<file path="config.mk">
export PLATFORM = sky130hd
export DESIGN_NAME = centered_moving_average
export DESIGN_NICKNAME = d
export VERILOG_FILES = /design/src/rtl/core/cma_pkg.sv /design/src/rtl/core/cma_ram.sv /design/src/rtl/core/cma_div.sv /design/src/rtl/core/centered_moving_average.sv
export SDC_FILE = /design/constraint.sdc
export NUM_CORES = 2
export LEC_CHECK = 0
export BUFFER_PORTS_ARGS = -buffer_cell sky130_fd_sc_hd__buf_4
export CELL_PAD_IN_SITES_DETAIL_PLACEMENT = 1
export CELL_PAD_IN_SITES_GLOBAL_PLACEMENT = 1
export CORE_MARGIN = 10
export CORE_UTILIZATION = 56
export DETAILED_ROUTE_END_ITERATION = 7
export GPL_ROUTABILITY_DRIVEN = 0
export PLACE_DENSITY = 0.81
export SLEW_MARGIN = 40
export SYNTH_ARGS = -nofsm -noshare
export SYNTH_HDL_FRONTEND = slang
export SYNTH_HIERARCHICAL = 1
export SYNTH_SLANG_ARGS = --single-unit
</file>
<file path="constraint.sdc">
create_clock -name i_clk -period 6.1 [get_ports i_clk]
set_input_delay 0.915 -clock i_clk [delete_from_list [all_inputs] [get_ports i_clk]]
set_output_delay 0.915 -clock i_clk [all_outputs]
set_load 0.01 [all_outputs]
</file>
<file path="src/rtl/core/cma_pkg.sv">
// Shared constants for the centered moving average block.
package cma_pkg;

    localparam int RADIUS_BITS      = 6;
    localparam int DIVISOR_BITS     = RADIUS_BITS + 1;
    localparam int DEF_MAX_RADIUS   = 63;
    localparam int DEF_SAMPLE_BITS  = 16;

endpackage

</file>
<file path="src/rtl/core/cma_ram.sv">
// Generic single-write, single-read RAM with registered read data.
module cma_ram #(
    parameter int WIDTH = 16,
    parameter int DEPTH = 128
) (
    input  logic                     i_clk,
    input  logic                     i_we,
    input  logic [$clog2(DEPTH)-1:0] i_waddr,
    input  logic [WIDTH-1:0]         i_wdata,
    input  logic                     i_re,
    input  logic [$clog2(DEPTH)-1:0] i_raddr,
    output logic [WIDTH-1:0]         o_rdata
);

    logic [WIDTH-1:0] r_mem [DEPTH];
    logic [WIDTH-1:0] r_rdata;

    always_ff @(posedge i_clk) begin
        if (i_we) begin
            r_mem[i_waddr] <= i_wdata;
        end
        if (i_re) begin
            r_rdata <= r_mem[i_raddr];
        end
    end

    assign o_rdata = r_rdata;

endmodule

</file>
<file path="src/rtl/core/cma_div.sv">
// Restoring divider, one quotient bit per cycle.
module cma_div
    import cma_pkg::*;
#(
    parameter int DVD_W = 23
) (
    input  logic                    i_clk,
    input  logic                    i_rst_n,
    input  logic                    i_start,
    input  logic [DVD_W-1:0]        i_dividend,
    input  logic [DIVISOR_BITS-1:0] i_divisor,
    output logic                    o_busy,
    output logic [DVD_W-1:0]        o_quotient
);

    localparam int CW = $clog2(DVD_W + 1);

    logic [CW-1:0]           r_cnt, n_cnt;
    logic                    r_busy, n_busy;
    logic [DVD_W-1:0]        r_quo, n_quo;
    logic [DIVISOR_BITS-1:0] r_rem, n_rem;
    logic [DIVISOR_BITS-1:0] r_dvs, n_dvs;
    logic [DIVISOR_BITS:0]   trial;
    logic [DIVISOR_BITS:0]   diff;

    always_comb begin
        trial  = {r_rem, r_quo[DVD_W-1]};
        diff   = trial - {1'b0, r_dvs};
        n_cnt  = r_cnt;
        n_busy = r_busy;
        n_quo  = r_quo;
        n_rem  = r_rem;
        n_dvs  = r_dvs;
        if (i_start) begin
            n_busy = 1'b1;
            n_cnt  = CW'(DVD_W);
            n_quo  = i_dividend;
            n_rem  = '0;
            n_dvs  = i_divisor;
        end else if (r_busy) begin
            // shift one dividend bit in, subtract where it fits
            if (trial >= {1'b0, r_dvs}) begin
                n_rem = diff[DIVISOR_BITS-1:0];
                n_quo = {r_quo[DVD_W-2:0], 1'b1};
            end else begin
                n_rem = trial[DIVISOR_BITS-1:0];
                n_quo = {r_quo[DVD_W-2:0], 1'b0};
            end
            n_cnt = r_cnt - 1'b1;
            if (r_cnt == CW'(1)) begin
                n_busy = 1'b0;
            end
        end
    end

    always_ff @(posedge i_clk) begin
        if (!i_rst_n) begin
            r_busy <= 1'b0;
            r_cnt  <= '0;
        end else begin
            r_busy <= n_busy;
            r_cnt  <= n_cnt;
        end
        r_quo <= n_quo;
        r_rem <= n_rem;
        r_dvs <= n_dvs;
    end

    assign o_busy     = r_busy;
    assign o_quotient = r_quo;

endmodule

</file>
<file path="src/rtl/core/centered_moving_average.sv">
// Top level of the centered moving average (boxcar) filter.
//
// Centered moving average over a stream of unsigned samples. Each accepted
// word carries one sample; tlast marks the last sample of a sequence. For each
// centre index the block returns the truncated mean of the 2k+1 samples around
// it, or -1 (all ones) where the window runs past either end of the sequence,
// so results trail the input by k samples. The last sample of a sequence also
// flushes the trailing -1 results (tlast is set on the final one) and restarts
// the sequence, so every sequence yields as many results as it had samples.
// k is the radius register, clamped to MAX_RADIUS; any write of it restarts
// the sequence. A sample whose window is complete waits on the bit-serial
// divider that divides the window sum by 2k+1, and no new sample is taken
// until its average has gone to the output register; a sample that yields
// -1 or nothing skips the divider. The delay line sits in a RAM with no
// reset; no clearing pass is needed.
module centered_moving_average
    import cma_pkg::*;
#(
    parameter int MAX_RADIUS  = DEF_MAX_RADIUS,
    parameter int SAMPLE_BITS = DEF_SAMPLE_BITS
) (
    input  logic                              i_clk,
    input  logic                              i_rst_n,
    // configuration: radius
    input  logic                              i_cfg_we,
    input  logic [RADIUS_BITS-1:0]            i_cfg_wdata,
    // input stream
    input  logic                              i_s_axis_tvalid,
    output logic                              o_s_axis_tready,
    input  logic [((SAMPLE_BITS+7)/8)*8-1:0]  i_s_axis_tdata,   // sample
    input  logic                              i_s_axis_tlast,   // is_last
    // result stream
    output logic                              o_m_axis_tvalid,
    input  logic                              i_m_axis_tready,
    output logic [((SAMPLE_BITS+8)/8)*8-1:0]  o_m_axis_tdata,   // average
    output logic                              o_m_axis_tlast    // last_result
);

    localparam int AW     = $clog2(2 * MAX_RADIUS + 1);
    localparam int DEPTH  = 2 ** AW;
    localparam int SW     = SAMPLE_BITS + AW;
    localparam int AVG_W  = SAMPLE_BITS + 1;
    localparam int ODW    = ((SAMPLE_BITS + 8) / 8) * 8;
    localparam int SEEN_W = RADIUS_BITS + 1;

    localparam logic [RADIUS_BITS-1:0] MAX_K = RADIUS_BITS'(MAX_RADIUS);

    // sequencer states
    localparam logic [1:0] S_IDLE  = 2'd0;
    localparam logic [1:0] S_DIV   = 2'd1;
    localparam logic [1:0] S_FLUSH = 2'd2;

    logic [1:0]             r_state, n_state;
    logic [RADIUS_BITS-1:0] r_radius, n_radius;
    logic [SW-1:0]          r_sum, n_sum;
    logic [AW-1:0]          r_wp, n_wp;
    logic [AW-1:0]          r_raddr, n_raddr;
    logic [SEEN_W-1:0]      r_seen, n_seen;
    logic [RADIUS_BITS-1:0] r_flush, n_flush;
    logic                   r_last, n_last;
    logic                   r_ovalid, n_ovalid;
    logic [AVG_W-1:0]       r_avg, n_avg;
    logic                   r_olast, n_olast;

    logic [RADIUS_BITS-1:0]  k;
    logic [SEEN_W-1:0]       two_k;
    logic [DIVISOR_BITS-1:0] divisor;
    logic [SEEN_W-1:0]       seq_len;
    logic [SAMPLE_BITS-1:0]  sample;
    logic [SW-1:0]           sum_plus;
    logic                    out_free;
    logic                    accept;
    logic                    win_full;
    logic                    div_start;
    logic                    div_busy;
    logic [SW-1:0]           div_quo;
    logic                    ram_re;
    logic [SAMPLE_BITS-1:0]  ram_rdata;

    assign k        = (r_radius > MAX_K) ? MAX_K : r_radius;
    assign two_k    = {k, 1'b0};
    assign divisor  = {k, 1'b1};
    assign seq_len  = r_seen + 1'b1;
    assign sample   = i_s_axis_tdata[SAMPLE_BITS-1:0];
    assign sum_plus = r_sum + SW'(sample);
    assign out_free = !r_ovalid || i_m_axis_tready;
    assign accept   = i_s_axis_tvalid && o_s_axis_tready;
    assign win_full = (r_seen >= two_k);
    assign div_start = accept && win_full;
    assign ram_re   = (r_state == S_DIV);

    assign o_s_axis_tready = (r_state == S_IDLE) && out_free && !i_cfg_we;

    always_comb begin
        n_state  = r_state;
        n_radius = r_radius;
        n_sum    = r_sum;
        n_wp     = r_wp;
        n_raddr  = r_raddr;
        n_seen   = r_seen;
        n_flush  = r_flush;
        n_last   = r_last;
        n_avg    = r_avg;
        n_olast  = r_olast;
        n_ovalid = r_ovalid;

        // drop the word once the sink has taken it
        if (r_ovalid && i_m_axis_tready) begin
            n_ovalid = 1'b0;
        end

        if (i_cfg_we) begin
            // new radius: restart the sequence, drop anything pending
            n_radius = i_cfg_wdata;
            n_sum    = '0;
            n_wp     = '0;
            n_seen   = '0;
            n_flush  = '0;
            n_ovalid = 1'b0;
            n_state  = S_IDLE;
        end else begin
            unique case (r_state)
                S_IDLE: begin
                    if (accept) begin
                        n_wp    = i_s_axis_tlast ? '0 : r_wp + 1'b1;
                        n_raddr = r_wp - AW'(two_k);
                        n_last  = i_s_axis_tlast;
                        n_flush = '0;
                        if (i_s_axis_tlast) begin
                            n_flush = (seq_len < {1'b0, k}) ?
                                      seq_len[RADIUS_BITS-1:0] : k;
                        end
                        if (i_s_axis_tlast) begin
                            n_seen = '0;
                        end else if (r_seen < two_k) begin
                            n_seen = r_seen + 1'b1;
                        end
                        if (win_full) begin
                            // hold the sum until the oldest sample is read back
                            n_sum   = sum_plus;
                            n_state = S_DIV;
                        end else begin
                            n_sum = i_s_axis_tlast ? '0 : sum_plus;
                            if (r_seen >= {1'b0, k}) begin
                                n_avg    = '1;
                                n_olast  = 1'b0;
                                n_ovalid = 1'b1;
                            end
                            n_state = i_s_axis_tlast ? S_FLUSH : S_IDLE;
                        end
                    end
                end
                S_DIV: begin
                    if (!div_busy && out_free) begin
                        n_avg    = {1'b0, div_quo[SAMPLE_BITS-1:0]};
                        n_olast  = r_last && (r_flush == '0);
                        n_ovalid = 1'b1;
                        n_sum    = r_last ? '0 : r_sum - SW'(ram_rdata);
                        n_state  = (r_flush != '0) ? S_FLUSH : S_IDLE;
                    end
                end
                S_FLUSH: begin
                    // trailing -1 results after the last sample
                    if (out_free) begin
                        n_avg    = '1;
                        n_olast  = (r_flush == RADIUS_BITS'(1));
                        n_ovalid = 1'b1;
                        n_flush  = r_flush - 1'b1;
                        if (r_flush == RADIUS_BITS'(1)) begin
                            n_state = S_IDLE;
                        end
                    end
                end
                default: begin
                    n_state = S_IDLE;
                end
            endcase
        end
    end

    always_ff @(posedge i_clk) begin
        if (!i_rst_n) begin
            r_state  <= S_IDLE;
            r_radius <= '0;
            r_sum    <= '0;
            r_wp     <= '0;
            r_seen   <= '0;
            r_flush  <= '0;
            r_ovalid <= 1'b0;
            r_last   <= 1'b0;
        end else begin
            r_state  <= n_state;
            r_radius <= n_radius;
            r_sum    <= n_sum;
            r_wp     <= n_wp;
            r_seen   <= n_seen;
            r_flush  <= n_flush;
            r_ovalid <= n_ovalid;
            r_last   <= n_last;
        end
        r_raddr <= n_raddr;
        r_avg   <= n_avg;
        r_olast <= n_olast;
    end

    cma_ram #(
        .WIDTH (SAMPLE_BITS),
        .DEPTH (DEPTH)
    ) u_window (
        .i_clk   (i_clk),
        .i_we    (accept),
        .i_waddr (r_wp),
        .i_wdata (sample),
        .i_re    (ram_re),
        .i_raddr (r_raddr),
        .o_rdata (ram_rdata)
    );

    cma_div #(
        .DVD_W (SW)
    ) u_div (
        .i_clk      (i_clk),
        .i_rst_n    (i_rst_n),
        .i_start    (div_start),
        .i_dividend (sum_plus),
        .i_divisor  (divisor),
        .o_busy     (div_busy),
        .o_quotient (div_quo)
    );

    assign o_m_axis_tvalid = r_ovalid;
    assign o_m_axis_tdata  = ODW'(r_avg);
    assign o_m_axis_tlast  = r_olast;

endmodule

</file>
# [Yosys cells after proc, flatten, opt, wreduce, memory -nomap -nowiden]
# Memory sizes are Yosys's and may differ from the RTL's. A register that Yosys moved wholly into a read port is not among the register bits.
# Cells that the tools add are included.
[word_totals] word_cells=125 mem_bits_rw=2048 out_inout_bits=27 mem_count=1 register_bits=120
[mem_list] memory="u_window.r_mem" words=128 word_bits=16 rd=1 rd_clocked_by_memory_dff=1 write_ports=1 line="cma_ram.sv:15" text="logic [WIDTH-1:0] r_mem [DEPTH];"
[op_classes] bitwise=2 addsub=8 order_cmp=6 n_eq_ne=10 reduce_logical=28 n_mux=53
[op_table] operator="$mux 23" n=7
[op_table] operator="$mux 17" n=5
[op_table] operator="$pmux 17 s3" n=1
[op_table] operator="$pmux 23 s2" n=1
[op_table] operator="$mux 6" n=5
[op_table] operator="$mux 7" n=4
[op_table] operator="$add 23x16->23" n=1
[op_table] operator="$sub 23x16->23" n=1
[op_table] operator="$mux 1" n=17
[op_table] operator="$add 7x1->7 const B" n=2
[op_table] operator="$mux 2" n=7
[op_table] operator="$sub 7x7->7" n=2
[op_table] operator="$pmux 6 s2" n=1
[op_table] operator="$reduce_and 3->1" n=4
[op_table] operator="$mux 5" n=2
[op_table] operator="$ge 8x7->1" n=1
[op_table] operator="$ne 2x2->1 const B" n=4
[op_table] operator="$reduce_bool 2->1" n=4
[op_table] operator="$ge 7x6->1" n=1
[op_table] operator="$ge 7x7->1" n=1
[op_table] operator="$logic_and 1x1->1" n=7
[op_table] operator="$lt 7x6->1" n=1
[op_table] operator="$lt 7x7->1" n=1
[op_table] operator="$reduce_and 7->1" n=1
[op_table] operator="other kinds (20)" n=26

# [Longest topological paths before layout]
[depth] depth_word=7 mapped_depth=12

# [Modules after synthesis]
# The synthesis kept the hierarchy.
[modules_own_cells] module="cma_ram" instances=1 cells_per_inst=3086 seq_area_each_um2=61979.4 area_per_inst_um2=78683.0
[modules_own_cells] module="centered_moving_average" instances=1 cells_per_inst=734 seq_area_each_um2=1811.7 area_per_inst_um2=6165.9
[modules_own_cells] module="cma_div" instances=1 cells_per_inst=174 seq_area_each_um2=1161.1 area_per_inst_um2=2157.1

# [Least setup slack after synthesis]
# No wires, ideal clock.
[synth_path] path_kind="input to register" from="in i_cfg_we" to="reg r_olast, in the netlist o_m_axis_tlast, enable pin" n_path_buf=1 required_time_ns=5.608 path_stages=6 path_slack_ns=0.730 arrival_ns=4.878 path_cell_list="buf_2 nor3_2 nand2_2 inv_1 o311ai_0 a2111oi_0"
[synth_between] elab_chain_len=5 elab_cells_between_ends=6 cone_classes="eq/ne: 1; bitwise: 1; reduce/logical: 4"
[synth_lines] element="from (decl)" line="centered_moving_average.sv:25" text="input logic i_cfg_we,"
[synth_lines] element="$logic_not 1->1" line="centered_moving_average.sv:92" text="assign o_s_axis_tready = (r_state == S_IDLE) && out_free && !i_cfg_we;"
[synth_lines] element="$logic_and 1x1->1" line="centered_moving_average.sv:92"
[synth_lines] element="via o_s_axis_tready" line="centered_moving_average.sv:29" text="output logic o_s_axis_tready,"
[synth_lines] element="$logic_and 1x1->1" line="centered_moving_average.sv:87" text="assign accept = i_s_axis_tvalid && o_s_axis_tready;"
[synth_lines] element="$ne 2x2->1 (no line)"
[synth_lines] element="$reduce_and 7->1 (no line)"
[synth_lines] element="to (signal assigned)" line="centered_moving_average.sv:203" text="r_olast <= n_olast;"
[synth_lines] element="to (decl)" line="centered_moving_average.sv:63" text="logic r_olast, n_olast;"
# The timed path passes the listed nets, and every way through them passes these cells.
# A chain may end at the register's enable or synchronous reset.

# [Final worst setup path]
[layout_path] from="reg r_state[1]" to="mem u_window.r_mem[68][12], enable pin"
[layout_between] elab_chain_len=6
[layout_lines] element="from (decl)" line="centered_moving_average.sv:53" text="logic [1:0] r_state, n_state;"
[layout_lines] element="from (signal assigned)" line="centered_moving_average.sv:192" text="r_state <= n_state;"
[layout_lines] element="$logic_not 2->1" line="centered_moving_average.sv:92"
[layout_lines] element="$logic_and 1x1->1 (2 in a row)" line="centered_moving_average.sv:92"
[layout_lines] element="$logic_and 1x1->1" line="centered_moving_average.sv:87"
[layout_lines] element="via accept" line="centered_moving_average.sv:72" text="logic accept;"
[layout_lines] element="$mux 1" line="cma_ram.sv:19" text="if (i_we) begin"
[layout_lines] element="$mux 1 (implied by the code)" line="cma_ram.sv:20" text="r_mem[i_waddr] <= i_wdata;"
[layout_lines] element="to (decl)" line="cma_ram.sv:15"
# The timed path passes the listed nets, and every way through them passes these cells.

==> summary.md <==
| Metric | Value |
|---|---|
| Critical path launch point type | `flop` |
| Total grt overflow | `0` |
| DP Wirelength | `between 100000 and 150000 um` |
| Leak | `30.8 nW` |
| Fin. max-slew vios | `0` |
| Die height | `about 410 um` |
| Post-synth EDFFs | `~2100` |
| First-pass GRT wire length | `~360000 um` |
| Routed wire per std cell | `around 38 um` |
| Worst Max-Slew Pin Slew | `0.998 ns` |
| Post-route minimum period | `approximately 4.2 ns` |
| Synth area leader | `edfxtp_1` |
| Avg Inst Size Synth | `around 22 sq um` |
| Vias in the first global route | `about 47000` |
| Post-route antenna net violation count | `0` |
| Min-Delay Path Class | `input pin to flop` |
| Ys async rst share | `0%` |
| Worst slew margin | `between 30% and 40%` |
| Overall power after layout | `31.7 mW` |
| PortBufs | `47` |
| CTS Buffer Depth | `3` |
| TritonCTS clock tree | `done` |
| Fmax | `between 200 and 250 MHz` |
| Post-synth top flop | `edfxtp_1` |
| Num CTS Buffers | `between 200 and 250` |
| Routed wire length | `247000 um` |
| Final worst-path cycle share | `between 60 and 70%` |
| Min Hold Slack | `between 0.3 and 0.4 ns` |
| Final Hold Fails | `0` |
| Hold Buf Count CTS | `0` |
| Yosys cell types | `79` |
| Postcts setup bufs | `0` |
| RSZ-0062 raised after global routing | `false` |
| Critical path class | `flop to flop` |
| Fillers | `about 12000` |
| Max-cap viol count | `0` |
| CTS clk-pin slew, worst paths | `0.06 ns` |
| Register area share after synthesis | `74.7%` |
| Crit path launch | `r_state[1]` |
| Synthesis-stage register bit count | `2185` |
| Synth warn | `6` |
| Largest net degree at the start of global routing | `around 110` |
| CP max FO | `13` |
| Initial Util | `56.4%` |
| H-tree levels | `4` |
| Fin area | `97700 sq um` |
| Nets | `~4400` |
| Area growth, synth to finish | `12.3%` |
| Initial antenna violation count | `15` |
| 1st-pass router iterations | `6` |
| Area contributors post-synth | `edfxtp_1 73%, mux4_2 17%, dfxtp_1 1.5%` |
| Register Area | `~65000 sq um` |
| Total negative slack | `0 ns` |
| Outcome | `completed` |
| DRC | `0` |
| Kind of end point of the critical path | `flop` |
| Vias/cell | `between 6 and 7` |
| I/O Pins | `between 50 and 60` |
| Worst vdd ir | `~0.00034 V` |
| Total track usage | `between 20% and 30%` |
| Root Driver | `clkbuf_16` |
| Iteration-0 DRC count of the detailed router | `7220` |
| Die area | `between 150000 and 200000 sq um` |
| Chip width | `approximately 410 um` |
| Fraction of layout cells with a size suffix above 1 | `just under 30%` |
| Worst skew pair latency | `between 0.8 and 0.9 ns` |
| Via count | `~45000` |
| HP Start | `i_cfg_wdata[0]` |
| Final worst slack | `between 1.5 and 2 ns` |
| Pre-CTS setup slack | `about 1.8 ns` |
| Post-synth top area share | `between 70% and 80%` |
| Reg-to-Reg Start | `r_state[1]` |
| Multi-input gate area | `21000 sq um` |
| Cts repair resizes | `0` |
| Core region area | `roughly 150000 sq um` |
| Post-synthesis cell count | `~4000` |
| Clock Sinks | `around 2200` |
| # rows | `approximately 140` |
| Final setup viols | `0` |
| Synthesized area | `roughly 87000 sq um` |
| Skew final | `about 0.038 ns` |
| Worst endpoint required time | `~6.7 ns` |
| Pwr dens | `325 nW/um^2` |
| Area after DPL | `approximately 91000 sq um` |
| WP data arrival | `approximately 4.8 ns` |
[Yosys cell counts (4+ instances only)]
| master | number |
|---|---|
| a211o_1 | 4 |
| a211oi_1 | 13 |
| a21o_1 | 12 |
| a21oi_1 | 57 |
| a221oi_1 | 15 |
| a22oi_1 | 5 |
| a311oi_1 | 5 |
| a31oi_1 | 16 |
| and2_1 | 5 |
| buf_1 | 31 |
| buf_2 | 56 |
| buf_4 | 8 |
| clkbuf_1 | 108 |
| clkbuf_8 | 5 |
| dfxtp_1 | 66 |
| edfxtp_1 | 2119 |
| fa_1 | 4 |
| ha_1 | 70 |
| inv_1 | 64 |
| mux2_2 | 43 |
| mux2i_1 | 12 |
| mux4_2 | 672 |
| nand2_1 | 71 |
| nand2b_1 | 37 |
| nand3_1 | 26 |
| nand3b_1 | 5 |
| nand4_1 | 11 |
| nor2_1 | 203 |
| nor2b_1 | 22 |
| nor3_1 | 27 |
| nor3b_1 | 4 |
| o211ai_1 | 11 |
| o21a_1 | 11 |
| o21ai_0 | 44 |
| or3_1 | 4 |
| xnor2_1 | 34 |
| xor2_1 | 25 |
[layer usage]
layer	vias up	part of all wire [%]	track usage, %
li1	17200	-	-
met1	23600	36	38.4
met2	3439	48	45.2
met3	641	12	7.67
met4	22	4.4	11.9
met5	-	0.069	0
[registers in the layout, indices dropped and copies added, names as in the netlist, 6 cells and up]
name              cells
u_div/o_quotient     23
r_raddr               7
r_radius              6
r_wp                  7
r_sum                23
u_div/r_dvs           7
r_flush               6
u_div/r_rem           7
u_window/r_mem     2048
u_window/o_rdata     16
r_avg                17
r_seen                7
[final cells by class]
class | instances | share of cell area (%)
timing repair buffer | 258 | 2.33
clock inverter | 127 | 1.24
clock buffer | 253 | 5.52
tap | 2044 | 2.62
inverter | 64 | 0.246
multi-input combinational | 1538 | 21.5
sequential | 2185 | 66.5
antenna | 5 | 0.0128
[power by group]
group / leakage, nW / total, mW / internal [mW] / switching, mW
Clock: 3.21 / 12.8 / 7.14 / 5.71
Combinational: 8.07 / 2.28 / 0.899 / 1.38
Sequential: 19.6 / 16.6 / 16.5 / 0.0652
Total: 30.8 / 31.7 / 24.6 / 7.16
[cells in the final DEF, fill, tap and decap left out, drive strengths merged, types with 20 or more instances in the layout]
| master | count |
|---|---|
| dfxtp | 66 |
| clkbuf | 254 |
| xor2 | 25 |
| nand2b | 37 |
| nor2b | 22 |
| o21ai | 48 |
| inv | 72 |
| nor2 | 204 |
| nor3 | 30 |
| clkinv | 89 |
| xnor2 | 34 |
| mux2 | 43 |
| nand3 | 26 |
| ha | 70 |
| mux4 | 672 |
| a21oi | 57 |
| nand2 | 72 |
| bufinv | 20 |
| buf | 257 |
| edfxtp | 2119 |
[kinds of logic (layout without fill, tap and decap cells)]
| logic type | Yosys count | in the layout | share of synthesized area, % |
|---|---|---|---|
| multiplexers | 727 | 727 | 18.1 |
| adder cells (fa/ha/maj) | 76 | 76 | 1.12 |
| flip-flops | 2185 | 2185 | 74.7 |
| AO/OA/AOI/OAI | 228 | 228 | 1.77 |
| AND/OR/NAND/NOR | 440 | 440 | 2.37 |
| other | 2 | 13 | 0.00863 |
| XOR/XNOR | 59 | 59 | 0.594 |
| buffers and inverters | 277 | 702 | 1.40 |
[critical path, cell delays in order, from the launching register on]
cell and delay [ns]:
dfxtp_1 0.33, inv_1 0.12, ha_1 0.31, inv_1 0.12, nor3_2 0.23, nand2_2 0.27
inv_1 0.32, nor2b_1 0.53, nand2_2 0.51, nor2_1 0.76, buf_4 0.35
[metrics by stage]
| stage | std cells | util [%] |
|---|---|---|
| global route | 6469 | 63.3 |
| CTS | 6465 | 63.2 |
| global placement | 6078 | 58.8 |
| floorplan | 4000 | - |
| finish | 6474 | 63.3 |
| detailed placement | 6085 | 58.9 |
[final timing paths]
path,to,cells past startpoint,slack [ns]
max reg2reg,u_window/r_mem[68][12],10,1.89
min reg2reg,u_div/r_rem[6],2,0.51
max,u_window/r_mem[68][12],10,1.89
min,r_radius[0],3,0.32
(Power assumes the default switching activity.)
